[config.mk]
export PLATFORM = sky130hd
export DESIGN_NAME = srcr_cmp
export DESIGN_NICKNAME = d
export VERILOG_FILES = /design/src/rtl/srcr_pkg.sv /design/src/rtl/srcr_cmp.sv
export SDC_FILE = /design/constraint.sdc
export NUM_CORES = 1
export LEC_CHECK = 0
export BUFFER_PORTS_ARGS = -buffer_cell sky130_fd_sc_hd__buf_4
export CAP_MARGIN = 30
export CORE_MARGIN = 3
export CORE_UTILIZATION = 37
export DETAILED_ROUTE_END_ITERATION = 16
export PLACE_DENSITY_LB_ADDON = 0.15
export SLEW_MARGIN = 20
export SYNTH_ARGS = -nofsm -noshare
export SYNTH_HDL_FRONTEND = slang
export SYNTH_SLANG_ARGS = --single-unit
[constraint.sdc]
create_clock -name vclk -period 1.5
set_input_delay 0.15 -clock vclk [all_inputs]
set_output_delay 0.15 -clock vclk [all_outputs]
set_load 0.01 [all_outputs]
[src/rtl/srcr_pkg.sv]
// Shared types and constants for the sparse row column-select remap block.
`default_nettype none

package srcr_pkg;

  // Field widths of the transfers
  localparam int unsigned ACT_W  = 2;
  localparam int unsigned COL_W  = 31;
  localparam int unsigned VAL_W  = 64;
  localparam int unsigned NCOL_W = 6;
  localparam int unsigned TOT_W  = 32;
  // Row buffer index width inside a sort key (row buffer holds at most 64 entries)
  localparam int unsigned IDX_W  = 6;

  // Input action codes
  typedef enum logic [ACT_W-1:0] {
    ACT_CLEAR   = 2'd0,
    ACT_APPEND  = 2'd1,
    ACT_ENTRY   = 2'd2,
    ACT_ROW_END = 2'd3
  } action_e;

  // Sequencer states
  typedef enum logic [5:0] {
    ST_IDLE  = 6'b000001,
    ST_MATCH = 6'b000010,
    ST_SCAN  = 6'b000100,
    ST_FETCH = 6'b001000,
    ST_EMIT  = 6'b010000,
    ST_END   = 6'b100000
  } state_e;

  // Sort key: new column first, arrival index breaks ties (stable order)
  typedef struct packed {
    logic [NCOL_W-1:0] col;
    logic [IDX_W-1:0]  idx;
  } key_t;

  // One row buffer word
  typedef struct packed {
    logic [NCOL_W-1:0] new_col;
    logic [VAL_W-1:0]  value;
  } row_word_t;

  localparam int unsigned ROW_WORD_W = NCOL_W + VAL_W;

  // Request to the shared compare unit
  typedef struct packed {
    logic [COL_W-1:0] sel_col;
    logic [COL_W-1:0] item_col;
    key_t             cand;
    key_t             prev;
    logic             prev_v;
    key_t             best;
    logic             best_v;
  } cmp_req_t;

  // Answer of the shared compare unit
  typedef struct packed {
    logic col_eq;
    logic take;
  } cmp_rsp_t;

endpackage

`default_nettype wire

[src/rtl/srcr_cmp.sv]
// Shared compare unit: column match for the selection scan, key ordering for the sort scan.
`default_nettype none

module srcr_cmp (
  input  srcr_pkg::cmp_req_t req_i,
  output srcr_pkg::cmp_rsp_t rsp_o
);
  import srcr_pkg::*;

  logic above_prev;
  logic below_best;

  always_comb begin
    // Candidate must follow the last emitted key and beat the best so far
    above_prev   = !req_i.prev_v || (req_i.cand > req_i.prev);
    below_best   = !req_i.best_v || (req_i.cand < req_i.best);
    rsp_o.col_eq = (req_i.sel_col == req_i.item_col);
    rsp_o.take   = above_prev && below_best;
  end
endmodule

`default_nettype wire

## Word-level counts from Yosys, hierarchy flattened

Cells that the tools add are included.

- Bits in registers: 0
- Bits of input ports: 100
- Output and inout bits: 2
- Logic and storage cells: 8

- Magnitude comparators: 2
- Equality and inequality tests: 1
- Reductions and logical operators: 5

Operator list:

| kind | count |
|---|---|
| equality test 31 bit | 1 |
| > comparator 12 bit | 1 |
| < comparator 12 bit | 1 |
| zero test 1 bit | 2 |
| logical OR 1 bit | 2 |
| logical AND 1 bit | 1 |

## Depth between registers and ports, before layout

- Depth after elaboration: 3
- Depth in mapped cells: 7
- Gate-level depth less buffers: 7

## Worst setup path after synthesis

OpenSTA, ideal clock, no wires.

- Path type: in2out
- Start point: in req_i[2] (netlist bit)
- End point: out rsp_o[0] (netlist bit)
- Arrival: 1.207 ns
- Data required time: 1.350 ns
- Setup slack: 0.143 ns
- Stages: 6
- Path buffers: 0
- Path through: inv_1 ha_1 a2111oi_4 nor4_1 nor4_1 o22a_1

RTL lines:

| item | line | text |
|---|---|---|
| start: declaration | srcr_cmp.sv:5 | `input srcr_pkg::cmp_req_t req_i,` |
| end: declaration | srcr_cmp.sv:6 | `output srcr_pkg::cmp_rsp_t rsp_o` |

==> impl_metrics.csv <==
group,metric,value,unit
logic_synthesis,synth-xor-area-share,28.40,%
hold_path,hold_depth,5,
critical_path,cpMostUsedCell,"buf_6",
clocking,hold_buffers,0,
logic_synthesis,avgSynthCellArea,7.772,um^2
sta,slew_headroom,79.65,%
global_route,overflow,0,
logic_synthesis,synthAdderAreaFrac,30.10,%
route,wirelength,3645,um
route,route.detailed.drc,0,
route,vias_per_cell,5.019,
global_route,grtUsageTotal,21.95,%
logic_synthesis,ys_seq_area_share,0,%
sta,setup_slack,-0.1457,ns
sta,tightest_slew,0.3024,ns
critical_path,crit_fanout,2,
place,port_buffers,102,
hold_path,hold_path_end,"rsp_o[1]",
critical_path,critPathSlowestCell,"nor4_1",
critical_path,cpPeakStageDelay,0.32,ns
floorplan,die_w,56.83,um
route,detail_route.wl_per_cell,14.18,um
flow_run,cap_violations,0,
pwr,p_per_area,276.2,nW/um^2
critical_path,path_class,"in -> out",
sta,rsz0062_at_grt,"yes",
critical_path,crit_chain,"buf_6 -> ha_1 -> a21o_1 -> nand3_1 -> a21oi_1 -> nor4_1 -> o22a_1 -> buf_6",
place,hpwl,3082,um
logic_synthesis,synth_cell_types,20,
sta,fmax,607.7,MHz
layout,fin_nets,354,
global_route,grt_max_degree,4,
layout,seq_cells,0,
logic_synthesis,netlist_area,955.9,um^2
critical_path,end_kind,"output pin",
place,gp_congestion,0.7510,
sta,min_period,1.646,ns
clocking,post_cts_buffers,0,
sta,slew_viol_final,0,
hold_path,worstHoldPathType,"in -> out",
run_status,violations,"negative setup slack",
layout,layout_commonest_cell,"buf_4",
critical_path,crit_required,1.35,ns
floorplan,io_pins,102,
pwr,ir_drop,0.2022,mV
layout,most-common-layout-cells,"buf_4 (96), xor2_1 (20), inv_1 (18), ha_1 (13), xnor2_1 (11)",
route,drtIter0Drc,24,
critical_path,arrival,1.50,ns
logic_synthesis,synth_compound_gate_area_share,13.87,%
layout,nFillCells,147,
sta,hold_violations,0,
sta,period_share,109.7,%
logic_synthesis,synth_top_family_by_area,"adder cells",
logic_synthesis,yosys_warnings,0,
hold_path,worstHoldStart,"req_i[96]",
sta,hold-worst-slack,0.6930,ns
logic_synthesis,syn_nets,246,
floorplan,dieHeight,56.83,um
route,vias,1290,
pwr,power,548.8,uW
run_status,status,"complete, but fails checks",
critical_path,critPathLaunchType,"input pin",
layout,regArea,0,um^2
layout,clock_buffers,0,
floorplan,num_rows,17,
route,postRouteAntennaNets,0,
layout,syn_to_final_growth,107.9,%
floorplan,dieArea,3230,um^2
layout,drive_above_1_share,56.77,%
sta,finalSetupViolations,1,
pwr,p_leak,1.023,nW
global_route,grt_first_pass_wirelength,5782,um
layout,diodes,0,
logic_synthesis,synth.area.mux_share,0,%
logic_synthesis,syn-instance-count,123,
logic_synthesis,synth_simple_gate_area_share,18.19,%
place,place_ws,-0.1458,ns
global_route,grt_pass1_vias,1396,
floorplan,core_area,2340,um^2
global_route,antenna_found_initial,0,
route,firstDrtPassIters,4,
floorplan,start_util,40.86,%
cells by family (layout without fill, tap and decap cells):
group	Yosys count	in the layout
compound gates	18	18
xor+xnor	31	31
fa+ha+maj	23	23
buf+inv	24	130
simple gates	27	27
worst max path at each step:
stage,from,to,cells after the start
after global routing,req_i[8],rsp_o[0],8
after CTS,req_i[31],rsp_o[0],8
after detailed placement,req_i[37],rsp_o[0],7
after floorplan,req_i[2],rsp_o[0],6
final,req_i[31],rsp_o[0],8
after global placement,req_i[37],rsp_o[0],7
report_power, final:
group / switching (mW) / total, mW / leakage (nW) / internal [mW]
clock: 0 / 0 / 0 / 0
sequential: 0 / 0 / 0 / 0
combinational: 0.208 / 0.549 / 1.02 / 0.341
total: 0.208 / 0.549 / 1.02 / 0.341
synthesized netlist by cell type:
library cell	instances	share of area [%]
inv_1	24	9.4
ha_1	23	30
xor2_1	20	18
xnor2_1	11	10
a21oi_1	8	4.2
nor4_1	8	5.2
nand4_1	7	4.6
a21o_1	3	2.4
nor2_1	3	1.2
nand2_1	2	0.79
nand3_1	2	1.0
nor2b_1	2	1.3
o21a_1	2	1.6
o21ai_0	2	1.0
a2111oi_4	1	2.9
nand2b_4	1	1.4
nand4_2	1	1.3
nor4_2	1	1.3
o22a_1	1	0.92
o311ai_0	1	0.92
per-layer routing:
metal	wire [um]	global-route usage, %	vias to the layer above
li1	-	-	641
met1	1156	21.02	576
met2	2188	48.02	65
met3	229	3.678	8
met4	71	2.318	0
met5	0	0	-
stage by stage:
stage	instances	setup TNS [ns]	instance area [um^2]	util (%)
2_1_floorplan	123	0	955.9	-
3_3_place_gp	257	-0.1200	1787	76.36
3_5_place_dp	257	-0.1458	1787	76.36
4_1_cts	257	-0.06111	1962	83.85
5_1_grt	257	-0.2108	1987	84.92
6_report	257	-0.1457	1987	84.92
critical path, delay by kind of cell:
kind                     cells  cell delay, ns
adder cells (fa/ha/maj)      1            0.30
AND/OR/NAND/NOR              2            0.40
AO/OA/AOI/OAI                3            0.44
buffers and inverters        2            0.21
area by class of cell:
type	instances	area, um^2	area share [%]
inverter	24	90.09	4.534
multi-input combinational	99	1028	51.76
tap	28	35.03	1.763
timing repair buffer	106	833.3	41.94
repair_timing:
| item | in CTS | in global routing |
|---|---|---|
| pin swaps | 13 | 2 |
| endpoints found under the setup margin | 1 | 2 |
| gates resized for setup | 30 | 4 |
Power figures use the tool's default switching activity.
