File: config.mk
export PLATFORM = sky130hd
export DESIGN_NAME = srcr_ram
export DESIGN_NICKNAME = d
export VERILOG_FILES = /design/src/rtl/srcr_ram.sv
export SDC_FILE = /design/constraint.sdc
export NUM_CORES = 1
export LEC_CHECK = 0
export BUFFER_PORTS_ARGS = -buffer_cell sky130_fd_sc_hd__buf_4
export CELL_PAD_IN_SITES_DETAIL_PLACEMENT = 1
export CELL_PAD_IN_SITES_GLOBAL_PLACEMENT = 2
export CORE_MARGIN = 5
export CORE_UTILIZATION = 25
export DETAILED_ROUTE_END_ITERATION = 10
export GPL_ROUTABILITY_DRIVEN = 0
export GPL_TIMING_DRIVEN = 0
export PLACE_DENSITY = 0.53
export SYNTH_ARGS = -nofsm -noshare
export SYNTH_HDL_FRONTEND = slang
export SYNTH_SLANG_ARGS = --single-unit
export TNS_END_PERCENT = 100
File: constraint.sdc
create_clock -name clk_i -period 3.8 [get_ports clk_i]
set_clock_uncertainty 0.1 [all_clocks]
set_input_delay 0 -clock clk_i [delete_from_list [all_inputs] [get_ports clk_i]]
set_output_delay 0 -clock clk_i [all_outputs]
set_load 0.1 [all_outputs]
File: src/rtl/srcr_ram.sv
// Generic single-write, single-read RAM with registered read data.
`default_nettype none

module srcr_ram #(
  parameter int unsigned WIDTH = 8,
  parameter int unsigned DEPTH = 16
) (
  input  logic                                         clk_i,
  input  logic                                         we_i,
  input  logic [((DEPTH > 1) ? $clog2(DEPTH) : 1)-1:0] waddr_i,
  input  logic [WIDTH-1:0]                             wdata_i,
  input  logic [((DEPTH > 1) ? $clog2(DEPTH) : 1)-1:0] raddr_i,
  output logic [WIDTH-1:0]                             rdata_o
);
  logic [WIDTH-1:0] mem_q [DEPTH];
  logic [WIDTH-1:0] rdata_q;

  // Write port
  always_ff @(posedge clk_i) begin
    if (we_i) begin
      mem_q[waddr_i] <= wdata_i;
    end
  end

  // Registered read port
  always_ff @(posedge clk_i) begin
    rdata_q <= mem_q[raddr_i];
  end

  assign rdata_o = rdata_q;
endmodule

`default_nettype wire

# Word-level counts from Yosys, hierarchy flattened
# Memory sizes are Yosys's and may differ from the RTL's. A register that Yosys moved wholly into a read port is not among the register bits.
# Index checks and enable logic that the tools add are counted.
dict set report classes {
  bitwise 0
  n_eq_ne 0
  shift 0
  n_lt_le_gt_ge 0
  n_mul 0
  mux 2
  div 0
  add_sub_neg 0
  n_reduce_logical 0
}
# op count
set ops {}
lappend ops {{$mux 1} 2}
dict set report totals {
  output_inout_bits 8
  latch_bits 0
  mem_count 1
  romBits 0
  reg_bits 0
  elab_cells 3
  inputBits 18
  ram_bits 128
}
# memory words width read_ports rd_ports_with_merged_regs write_ports line_no
set mem_list {}
lappend mem_list {mem_q 16 8 1 1 1 15} ;# logic [WIDTH-1:0] mem_q [DEPTH];

# Depth between registers and ports, before layout
# Gate-level depths: netlist (run 1).
dict set report logic_depth {
  word_depth 2
  depth_mapped 5
  depth_no_buf 3
}

# Worst setup path before layout (run 1)
# OpenSTA, ideal clock, no wires.
dict set report synth_timing {
  path_type {in2reg}
  start {input port waddr_i[2] in the netlist's numbering}
  end {memory mem_q[0][0], enable pin}
  path_stages 2
  t_required_ns 3.317
  n_path_buf 0
  setup_slack_ns 2.207
  arrival_ns 1.110
  setup_time_ns 0.383
  cell_sequence {or3b_2 nor3_1}
}
# item line_no
set synth_rtl {}
lappend synth_rtl {{start: declaration} 10} ;# input logic [((DEPTH > 1) ? $clog2(DEPTH) : 1)-1:0] waddr_i,
lappend synth_rtl {{end: declaration} 15}
# No word-level cell before the write port.

# Worst setup path in the final report (run 1)
dict set report layout_timing {
  start {input port waddr_i[1] in the netlist's numbering}
  end {memory mem_q[4][5], enable pin}
}
# No word-level cell before the write port.

==> results of run 1 <==
-- worst max-delay path, stage by stage --
cell and delay [ps]:
dlygate4sd3_1 530, buf_4 170, nor3_2 180, dlygate4sd3_1 870
-- worst paths after layout --
check,slack (ps),to
setup / recovery,2010,mem_q[4][5]$_DFFE_PP_
hold / removal,50,rdata_o[7]$_DFF_P_
hold reg to reg,590,rdata_o[2]$_DFF_P_
setup reg to reg,2260,rdata_o[1]$_DFF_P_
-- registers in the layout, indices dropped and copies added, names as in the netlist --
register  flops
rdata_o       8
mem_q       128
-- synth_stat cells, drive strengths merged --
master	n	area [sq um]
clkdlybuf4s25	3	30.03
nor2	13	48.80
buf	7	56.30
and2b	1	7.510
nand2b	2	12.51
nor2b	1	6.260
a22oi	16	120.1
dfxtp	8	160.2
nor3	4	20.02
mux4	32	773.2
nand3b	2	15.01
or3b	1	8.760
edfxtp	128	3844
nand2	9	33.78
nand3	1	5.000
and2	1	6.260
-- logic make-up (layout without fill, tap and decap cells) --
kind of cell,Yosys count,count (layout),share of synthesized area
DFF,136,136,0.7778
and+or+nand+nor,35,35,0.03184
muxes,32,32,0.1502
AOI/OAI and AO/OA,16,16,0.02334
buffers and inverters,10,79,0.01677
-- power groups by stage --
| stage | sequential (mW) | clock, mW | combinational, mW |
|---|---|---|---|
| finish | 1.69 | 1.69 | 0.261 |
| global route | 1.69 | 1.80 | 0.276 |
| CTS | 1.69 | 1.73 | 0.267 |
| detailed placement | 1.72 | 0 | 0.257 |
| global placement | 1.71 | 0 | 0.254 |
| floorplan | 1.79 | 0 | 0.0851 |
-- per-layer routing --
metal  GRT usage  wire length, um
met5           0                0
met4     0.03659               76
met3     0.03710              557
met2      0.1517             5379
met1      0.1456             5815
-- metrics by stage --
stage | setup slack, ps | util | total power [mW]
5_1_grt | 1977 | 0.3172 | 3.768
3_3_place_gp | 1499 | 0.2800 | 1.968
3_5_place_dp | 1788 | 0.2810 | 1.974
2_1_floorplan | 2207 | - | 1.874
6_report | 2010 | 0.3172 | 3.639
4_1_cts | 1862 | 0.3170 | 3.683
-- what timing repair did --
action	CTS	global route
gates resized for setup	0	0
hold buffers	12	0
endpoints found under the hold margin	144	0
-- layout make-up --
class,count,area (sq um),share of cell area
plain buffers,10,86.33,0.01345
repair buffers,38,315.3,0.04912
flip-flops and latches,136,4004,0.6238
clock inverters,13,178.9,0.02788
multi-input cells,83,1067,0.1663
clock buffers,18,429.2,0.06686
well taps,270,337.8,0.05263
==> summary.md, run 1 <==
| Metric | Value |
|---|---|
| Status | `finished, final reports clean` |
| Core area | `20230 sq um` |
| Vias in the first global route | `2554` |
| Worst min path class | `in2reg` |
| # nets final | `304` |
| Initial antenna violation count | `0` |
| Number of diodes | `0` |
| Fin cells | `568` |
| Average size of a mapped cell | `22.48 sq um` |
| Drt pass-1 iters | `5` |
| Via density per instance | `4.261` |
| Starting density of the core | `0.2544` |
| H-tree depth | `4` |
| Vias post-DR | `2420` |
| ANT nets after route | `0` |
| Sequential-to-total area share from yosys stat | `0.7778` |
| Drt total wl | `11830 um` |
| Fin crit period | `1790 ps` |
| FP Rows | `52` |
| Post-route cell area | `6419 sq um` |
| CP Launch Type | `primary input` |
| Syn nets | `247` |
| Power per cell area | `566.9 nW/um^2` |
| Reg clk slew, reported paths | `50 ps` |
| Combinational fraction of design power | `0.072` |
| Yosys warns | `0` |
| R2r worst-path depth | `3` |
| Reg2Reg Launch Point | `mem_q[6][1]$_DFFE_PP_` |
| Die ar. | `23560 sq um` |
| Port buffer count | `24` |
| Crit path max fanout | `8` |
| DP Area | `5685 sq um` |
| Clk buf depth | `2` |
| Setup violations, final | `0` |
| Worst Path Required | `3760 ps` |
| Setup Total Neg Slack | `0 ps` |
| Largest net degree at the start of global routing | `17` |
| Grt total ovfl | `0` |
| Max-slew violations | `0` |
| Hold path start | `raddr_i[0]` |
| Critical path arrival | `1750 ps` |
| Layout filler cell count | `2019` |
| Leakage power total | `2.104 nW` |
| CTS Root Buffer Type | `clkbuf_16` |
| Max Cap Viol | `0` |
| DRC | `0` |
| Post-Syn Area | `5147 sq um` |
| Final Cycle Share | `0.4712` |
| Layout area overhead | `24.70%` |
| Layout cell share with drive strength beyond 1 | `0.2852` |
| Share of power burned in registers | `0.463` |
| Maximum VDD drop | `0.2768 mV` |
| Drt initial violations | `158` |
| HPWL after DPL | `7545 um` |
| Overall Global Routing Usage | `0.1045` |
| Min Hold Slack | `46.30 ps` |
| Clk network pwr share | `0.465` |
| First-pass GRT wire length | `17180 um` |
| RSZ-0062 raised after global routing | `false` |
| Die width | `153.5 um` |
| Headroom to the max-slew limit | `0.4001` |
| Worst Tran Pin Value | `896.5 ps` |
| Sink Count | `136` |
| Clk_lat worst skew | `420 ps` |
| WHS Path Cells | `4` |
| Cells after Synth | `229` |
| I/O pin total | `26` |
| Die height | `153.5 um` |
| Crit. Startpoint | `waddr_i[1]` |
| Fmax achieved | `558.5 MHz` |
| Setup bufs post-CTS | `0` |
| Pint | `2.851 mW` |
| Register bit total from synthesis | `136` |
| Synth unique cells | `19` |
| Most common cell after layout, fill and taps aside | `edfxtp_1` |
| Sw frac | `0.2164` |
| Critical Path End Type | `flop` |
| CTS tree | `built` |
| Crit Path Class | `in2reg` |
| Placed Cells incl. Taps | `525` |
| Most frequent cells in the layout | `edfxtp_1, buf_4, mux4_2` |
| Hold Fails Final Rpt | `0` |
| Num CTS Buffers | `17` |
| WL/cell | `20.82 um` |
| Net Sw Power | `0.7873 mW` |
(Power assumes the default switching activity.)
==> run 2: changes to the inputs <==
--- a/config.mk
+++ b/config.mk
@@ -5,6 +5,7 @@
 export SDC_FILE = /design/constraint.sdc
 export NUM_CORES = 1
 export LEC_CHECK = 0
+export ABC_AREA = 1
 export BUFFER_PORTS_ARGS = -buffer_cell sky130_fd_sc_hd__buf_4
 export CELL_PAD_IN_SITES_DETAIL_PLACEMENT = 1
 export CELL_PAD_IN_SITES_GLOBAL_PLACEMENT = 2
@@ -13,7 +14,7 @@
 export DETAILED_ROUTE_END_ITERATION = 10
 export GPL_ROUTABILITY_DRIVEN = 0
 export GPL_TIMING_DRIVEN = 0
-export PLACE_DENSITY = 0.53
+export PLACE_DENSITY = 0.62
 export SYNTH_ARGS = -nofsm -noshare
 export SYNTH_HDL_FRONTEND = slang
 export SYNTH_SLANG_ARGS = --single-unit
==> constraint.sdc (replaced) <==
create_clock -name clk_i -period 1.5 [get_ports clk_i]
set_clock_uncertainty 0.1 [all_clocks]
set_input_delay 0 -clock clk_i [delete_from_list [all_inputs] [get_ports clk_i]]
set_output_delay 0 -clock clk_i [all_outputs]
set_load 0.1 [all_outputs]
==> summary.md, run 2 <==
| Metric | Value |
|---|---|
| Register bit total from synthesis | `136` |
| Worst Tran Pin Value | `1090 ps` |
| Largest net degree at the start of global routing | `17` |
| # nets final | `620` |
| Number of synthesized flops with an enable pin | `128` |
| Grt total ovfl | `0` |
| Post-synth top area cell | `edfxtp_1` |
| I/O pin total | `26` |
| Max Cap Viol | `0` |
| Die ar. | `26210 sq um` |
| CP peak stage delay | `520 ps` |
| Biggest register | `mem_q` |
| Die width | `161.9 um` |
| Worst min path class | `in2reg` |
| RR Endpoint | `rdata_o[3]$_DFF_P_` |
| Most Frequent Cell on Critical Path | `nand3_1` |
| Vias in the first global route | `4124` |
| Hold path start | `raddr_i[1]` |
| WHS Path Cells | `5` |
| Reg clk slew, reported paths | `60 ps` |
| Average size of a mapped cell | `10.47 sq um` |
| Overall Global Routing Usage | `0.1356` |
| Most frequent cells in the layout | `nand2_1, edfxtp_1, inv_1` |
| Setup bufs post-CTS | `0` |
| Port buffer count | `22` |
| Worst Path Required | `1760 ps` |
| Clk buf depth | `2` |
| Core area | `22710 sq um` |
| Hold Fails Final Rpt | `0` |
| Headroom to the max-slew limit | `0.2704` |
| Power per cell area | `1329 nW/um^2` |
| Crit path max fanout | `10` |
| Status | `finished, final reports clean` |
| Clk_lat worst skew | `430 ps` |
| CP Launch Type | `primary input` |
| Cell family with most CP delay | `buffers and inverters` |
| Fin crit period | `1390 ps` |
| Max-slew violations | `0` |
| Final Cycle Share | `0.9269` |
| Cell chain of the critical path | `dlygate4sd3_1 > buf_2 > clkinvlp_4 > buf_4 > nand3_1 > nand3_1 > nand2_1` |
| Async set or reset register ratio after synthesis | `0` |
| Area contributors post-synth | `edfxtp_1, nand2_1, nand3_1, inv_1, dfxtp_1` |
| Layout cell share with drive strength beyond 1 | `0.1252` |
| Yosys top cell area share | `0.6665` |
| HPWL after DPL | `11490 um` |
| Drt initial violations | `304` |
| First-pass GRT wire length | `25930 um` |
| Fin cells | `900` |
| CP Buf/Inv Count | `4` |
| Yosys warns | `0` |
| Vias post-DR | `3890` |
| DRC | `0` |
| Drt total wl | `17210 um` |
| Commonest cells in the netlist | `nand2_1, edfxtp_1, inv_1, nand3_1, nor2_1` |
| RSZ-0062 raised after global routing | `false` |
| Post-Syn Area | `5767 sq um` |
| Sequential cell area | `4004 sq um` |
| Die height | `161.9 um` |
| CTS Root Buffer Type | `clkbuf_16` |
| Multi-input logic area | `1214 sq um` |
| ANT nets after route | `0` |
| Sequential-to-total area share from yosys stat | `0.6943` |
| H-tree depth | `4` |
| Maximum VDD drop | `0.5606 mV` |
| Leakage power total | `2.943 nW` |
| Fmax achieved | `719.2 MHz` |
| Placed Cells incl. Taps | `858` |
| Count leader, synth | `nand2_1` |
| Most common flop cell mapped by yosys | `edfxtp_1` |
| Layout area overhead | `21.00%` |
| CTS tree | `built` |
| Cells after Synth | `551` |
| Crit Path Class | `in2reg` |
| Setup violations, final | `0` |
| Critical Path End Type | `flop` |
| Drt pass-1 iters | `4` |
| Synth unique cells | `12` |
| WL/cell | `19.12 um` |
| FP Rows | `55` |
| Syn nets | `569` |
| R2r worst-path depth | `6` |
| Pre-CTS WS | `-196.5 ps` |
| Initial antenna violation count | `0` |
| Reg2Reg Launch Point | `mem_q[14][3]$_DFFE_PP_` |
| Critical path arrival | `1650 ps` |
| Most common cell after layout, fill and taps aside | `nand2_1` |
| Max FFs per register | `128` |
| Via density per instance | `4.322` |
| Reg2reg setup slack | `310 ps` |
| Worst Hold End | `rdata_o[0]$_DFF_P_` |
| Tot Pwr | `9.270 mW` |
| Num CTS Buffers | `17` |
| Number of diodes | `0` |
| Layout filler cell count | `2545` |
| Sink Count | `136` |
| Starting density of the core | `0.2539` |
| Min Hold Slack | `43.64 ps` |
| Slowest stage cell, crit path | `dlygate4sd3_1` |
| Final WS setup | `109.6 ps` |
[run 2: cell count changes in the layout (fill, tap and decap cells not counted), sizes merged, moves of 2 or more]
cell,change
nand2,+164
inv,+100
nand3,+96
mux4,-32
a22oi,-16
buf,+13
clkinv,+5
nor2,+4
nor3,-4
clkdlybuf4s25,-3
dlygate4sd3,-2
nand2b,-2
[run 2: metrics by stage]
stage,setup TNS (ps),utilization,instance area (sq um)
after floorplan,0,-,5767
after global placement,-6024,0.2769,6289
after detailed placement,-9912,0.2769,6289
after CTS,0,0.3071,6974
after global routing,0,0.3073,6978
final,0,0.3073,6978
[run 2: report_power, final]
part	switching, mW	internal [mW]	leakage (nW)	total [mW]
clock	1.61	2.58	0.277	4.19
combinational	0.601	0.206	1.44	0.808
sequential	0.0228	4.25	1.22	4.27
[run 2: cell families after synthesis]
logic type             count (synthesis)  synth area share
DFF                                  136            0.6943
and+or+nand+nor                      289            0.2105
buffers and inverters                126           0.09525
[run 2: how the worst max path moves through the flow]
stage,from,end,depth (start not counted)
2_1_floorplan,waddr_i[2],mem_q[10][0]$_DFFE_PP_,2
3_3_place_gp,waddr_i[3],mem_q[6][7]$_DFFE_PP_,3
3_5_place_dp,waddr_i[3],mem_q[4][6]$_DFFE_PP_,3
4_1_cts,raddr_i[2],rdata_o[5]$_DFF_P_,7
5_1_grt,raddr_i[2],rdata_o[5]$_DFF_P_,7
6_report,raddr_i[2],rdata_o[5]$_DFF_P_,7
[run 2: per-layer routing]
layer	wire length [um]	track usage	up-vias
li1	-	-	1878
met3	649	0.02766	14
met2	8150	0.2211	64
met4	189	0.03806	0
met5	0	0	-
met1	8222	0.1842	1934
[run 2: timing repair]
item,CTS,global route
endpoints found under the hold margin,133,0
setup endpoints to repair,0,1
resized for setup,0,1
hold buffers,10,0
[run 2: area by class of cell]
class | count | area share
multi-input cells | 289 | 0.1739
well taps | 285 | 0.05110
clock buffers | 17 | 0.06096
repair buffers | 32 | 0.03801
plain buffers | 24 | 0.02385
clock inverters | 15 | 0.02295
flip-flops and latches | 136 | 0.5738
inverters | 102 | 0.05541
[run 2: worst min-delay path, delay by kind of cell]
kind | cells | cell delay [ps]
AND/OR/NAND/NOR | 4 | 370
buffers and inverters | 1 | 150
==> run 3: changes to the inputs <==
--- a/config.mk
+++ b/config.mk
@@ -9,7 +9,7 @@
 export BUFFER_PORTS_ARGS = -buffer_cell sky130_fd_sc_hd__buf_4
 export CELL_PAD_IN_SITES_DETAIL_PLACEMENT = 1
 export CELL_PAD_IN_SITES_GLOBAL_PLACEMENT = 2
-export CORE_MARGIN = 5
+export CORE_MARGIN = 2
 export CORE_UTILIZATION = 25
 export DETAILED_ROUTE_END_ITERATION = 10
 export GPL_ROUTABILITY_DRIVEN = 0
==> summary.md, run 3 (synthesis results as in run 2) <==
| Metric | Value |
|---|---|
| Status | `finished, final reports clean` |
| Vias post-DR | `3944` |
| Number of diodes | `0` |
| Crit Path Class | `in2reg` |
| Drt initial violations | `257` |
| RSZ-0062 raised after global routing | `false` |
| I/O pin total | `26` |
| Post-route cell area | `6963 sq um` |
| Min Hold Slack | `34.74 ps` |
| ANT nets after route | `0` |
| Global route hottest layer | `met2` |
| Port buffer count | `22` |
| Crit path max fanout | `10` |
| CP peak stage delay | `520 ps` |
| Largest net degree at the start of global routing | `17` |
| H-tree depth | `4` |
| Worst Path Required | `1750 ps` |
| Max-slew violations | `0` |
| Hold Fails Final Rpt | `0` |
| CP Buf/Inv Count | `4` |
| Starting density of the core | `0.2547` |
| Worst Tran Pin Value | `1109 ps` |
| Clk_lat worst skew | `420 ps` |
| Headroom to the max-slew limit | `0.2580` |
| Biggest register | `mem_q` |
| DRC | `0` |
| Final Cycle Share | `0.9082` |
| Worst min path class | `in2reg` |
| Met1 Resource Use GR | `0.1963` |
| # nets final | `620` |
| First-pass GRT wire length | `25560 um` |
| Reg clk slew, reported paths | `60 ps` |
| Cell family with most CP delay | `buffers and inverters` |
| Drt pass-1 iters | `4` |
| Leakage power total | `2.945 nW` |
| Layout filler cell count | `2522` |
| Maximum VDD drop | `0.4913 mV` |
| Worst Hold End | `rdata_o[6]$_DFF_P_` |
| FP Rows | `55` |
| Most Frequent Cell on Critical Path | `nand3_1` |
| Initial antenna violation count | `0` |
| Most frequent cells in the layout | `nand2_1, edfxtp_1, inv_1` |
| Vias in the first global route | `4111` |
| Num CTS Buffers | `17` |
| Grt total ovfl | `0` |
| Drt total wl | `16920 um` |
| Die width | `155.9 um` |
| Sequential cell area | `4004 sq um` |
| CP Launch Type | `primary input` |
| Setup violations, final | `0` |
| Critical Path End Type | `flop` |
| DP Area | `6289 sq um` |
| Layout cell share with drive strength beyond 1 | `0.1203` |
| CTS Root Buffer Type | `clkbuf_16` |
| Layout area overhead | `20.74%` |
| Grt met3 use | `0.03028` |
| WHS Path Cells | `3` |
| Slowest stage cell, crit path | `dlygate4sd3_1` |
| Die height | `155.9 um` |
| HPWL after DPL | `11180 um` |
| R2r worst-path depth | `6` |
| Core area | `22640 sq um` |
| Crit. Startpoint | `raddr_i[2]` |
| Cell chain of the critical path | `dlygate4sd3_1 > buf_2 > clkinvlp_4 > buf_4 > nand3_1 > nand3_1 > nand2_1` |
| Fmax achieved | `734.1 MHz` |
| Critical path arrival | `1620 ps` |
| Power per cell area | `1317 nW/um^2` |
| Via density per instance | `4.382` |
| Clk buf depth | `2` |
| GR Util met2 | `0.2381` |
| Die ar. | `24300 sq um` |
| Max FFs per register | `128` |
| Hold path start | `raddr_i[3]` |
| RR Endpoint | `rdata_o[4]$_DFF_P_` |
| Reg2reg setup slack | `350 ps` |
| Multi-input logic area | `1214 sq um` |
| Max Cap Viol | `0` |
| Fin crit period | `1362 ps` |
| CTS tree | `built` |
| Overall Global Routing Usage | `0.1465` |
| WL/cell | `18.80 um` |
| Reg2Reg Launch Point | `mem_q[10][4]$_DFFE_PP_` |
| Most common cell after layout, fill and taps aside | `nand2_1` |
| Setup bufs post-CTS | `0` |
| Sink Count | `136` |
[run 3: cell types whose count changed in the layout (fill, tap and decap cells not counted), sizes merged]
| cell | before | now |
|---|---|---|
| clkbuf | 17 | 21 |
| clkinv | 8 | 7 |
| clkinvlp | 5 | 2 |
[run 3: cell type report]
type,count,area share
buffer,24,0.02390
clock buffer,21,0.06325
clock inverter,11,0.01869
inverter,102,0.05553
multi-input combinational,289,0.1743
sequential,136,0.5750
tap,285,0.05121
timing repair buffer,32,0.03810
[run 3: power by group]
| part | total [mW] | internal [mW] | leakage (nW) | switching, mW |
|---|---|---|---|---|
| sequential | 4.27 | 4.25 | 1.22 | 0.0223 |
| clock | 4.09 | 2.58 | 0.279 | 1.51 |
| combinational | 0.802 | 0.206 | 1.44 | 0.596 |
| total | 9.17 | 7.04 | 2.95 | 2.13 |
[run 3: worst max path at each step]
stage,to,slack [ps],cells after the start
after floorplan,mem_q[10][0]$_DFFE_PP_,450,2
final,rdata_o[4]$_DFF_P_,140,7
after CTS,rdata_o[4]$_DFF_P_,70,7
after detailed placement,mem_q[9][2]$_DFFE_PP_,-210,3
after global routing,rdata_o[3]$_DFF_P_,7,7
after global placement,mem_q[4][3]$_DFFE_PP_,-200,3
[run 3: worst reg2reg max path, cell delays in order, from the launching register on]
cell	delay (ps)
edfxtp_1	370
inv_1	60
nand2_1	50
nand3_1	120
nand3_1	100
nand3_1	150
nand2_1	90
[run 3: metal layers]
metal	part of all wire	routed length [um]
met5	0	0
met4	0.019	325
met3	0.054	908
met2	0.47	7951
met1	0.46	7735
[run 3: per-stage QoR]
step	utilization	power (mW)	worst slack (ps)	instances	TNS [ps]
6_report	0.3075	9.168	137.7	900	0
5_1_grt	0.3075	9.478	7.122	900	0
4_1_cts	0.3074	9.251	67.88	900	0
3_5_place_dp	0.2778	5.144	-211.5	858	-11500
3_3_place_gp	0.2778	5.130	-199.1	858	-8590
2_1_floorplan	-	4.828	449.2	551	0
[run 3: what timing repair did]
action | CTS | global route
endpoints found under the hold margin | 134 | 0
hold buffers | 10 | 0
resized for setup | 0 | 1
setup endpoints to repair | 0 | 2
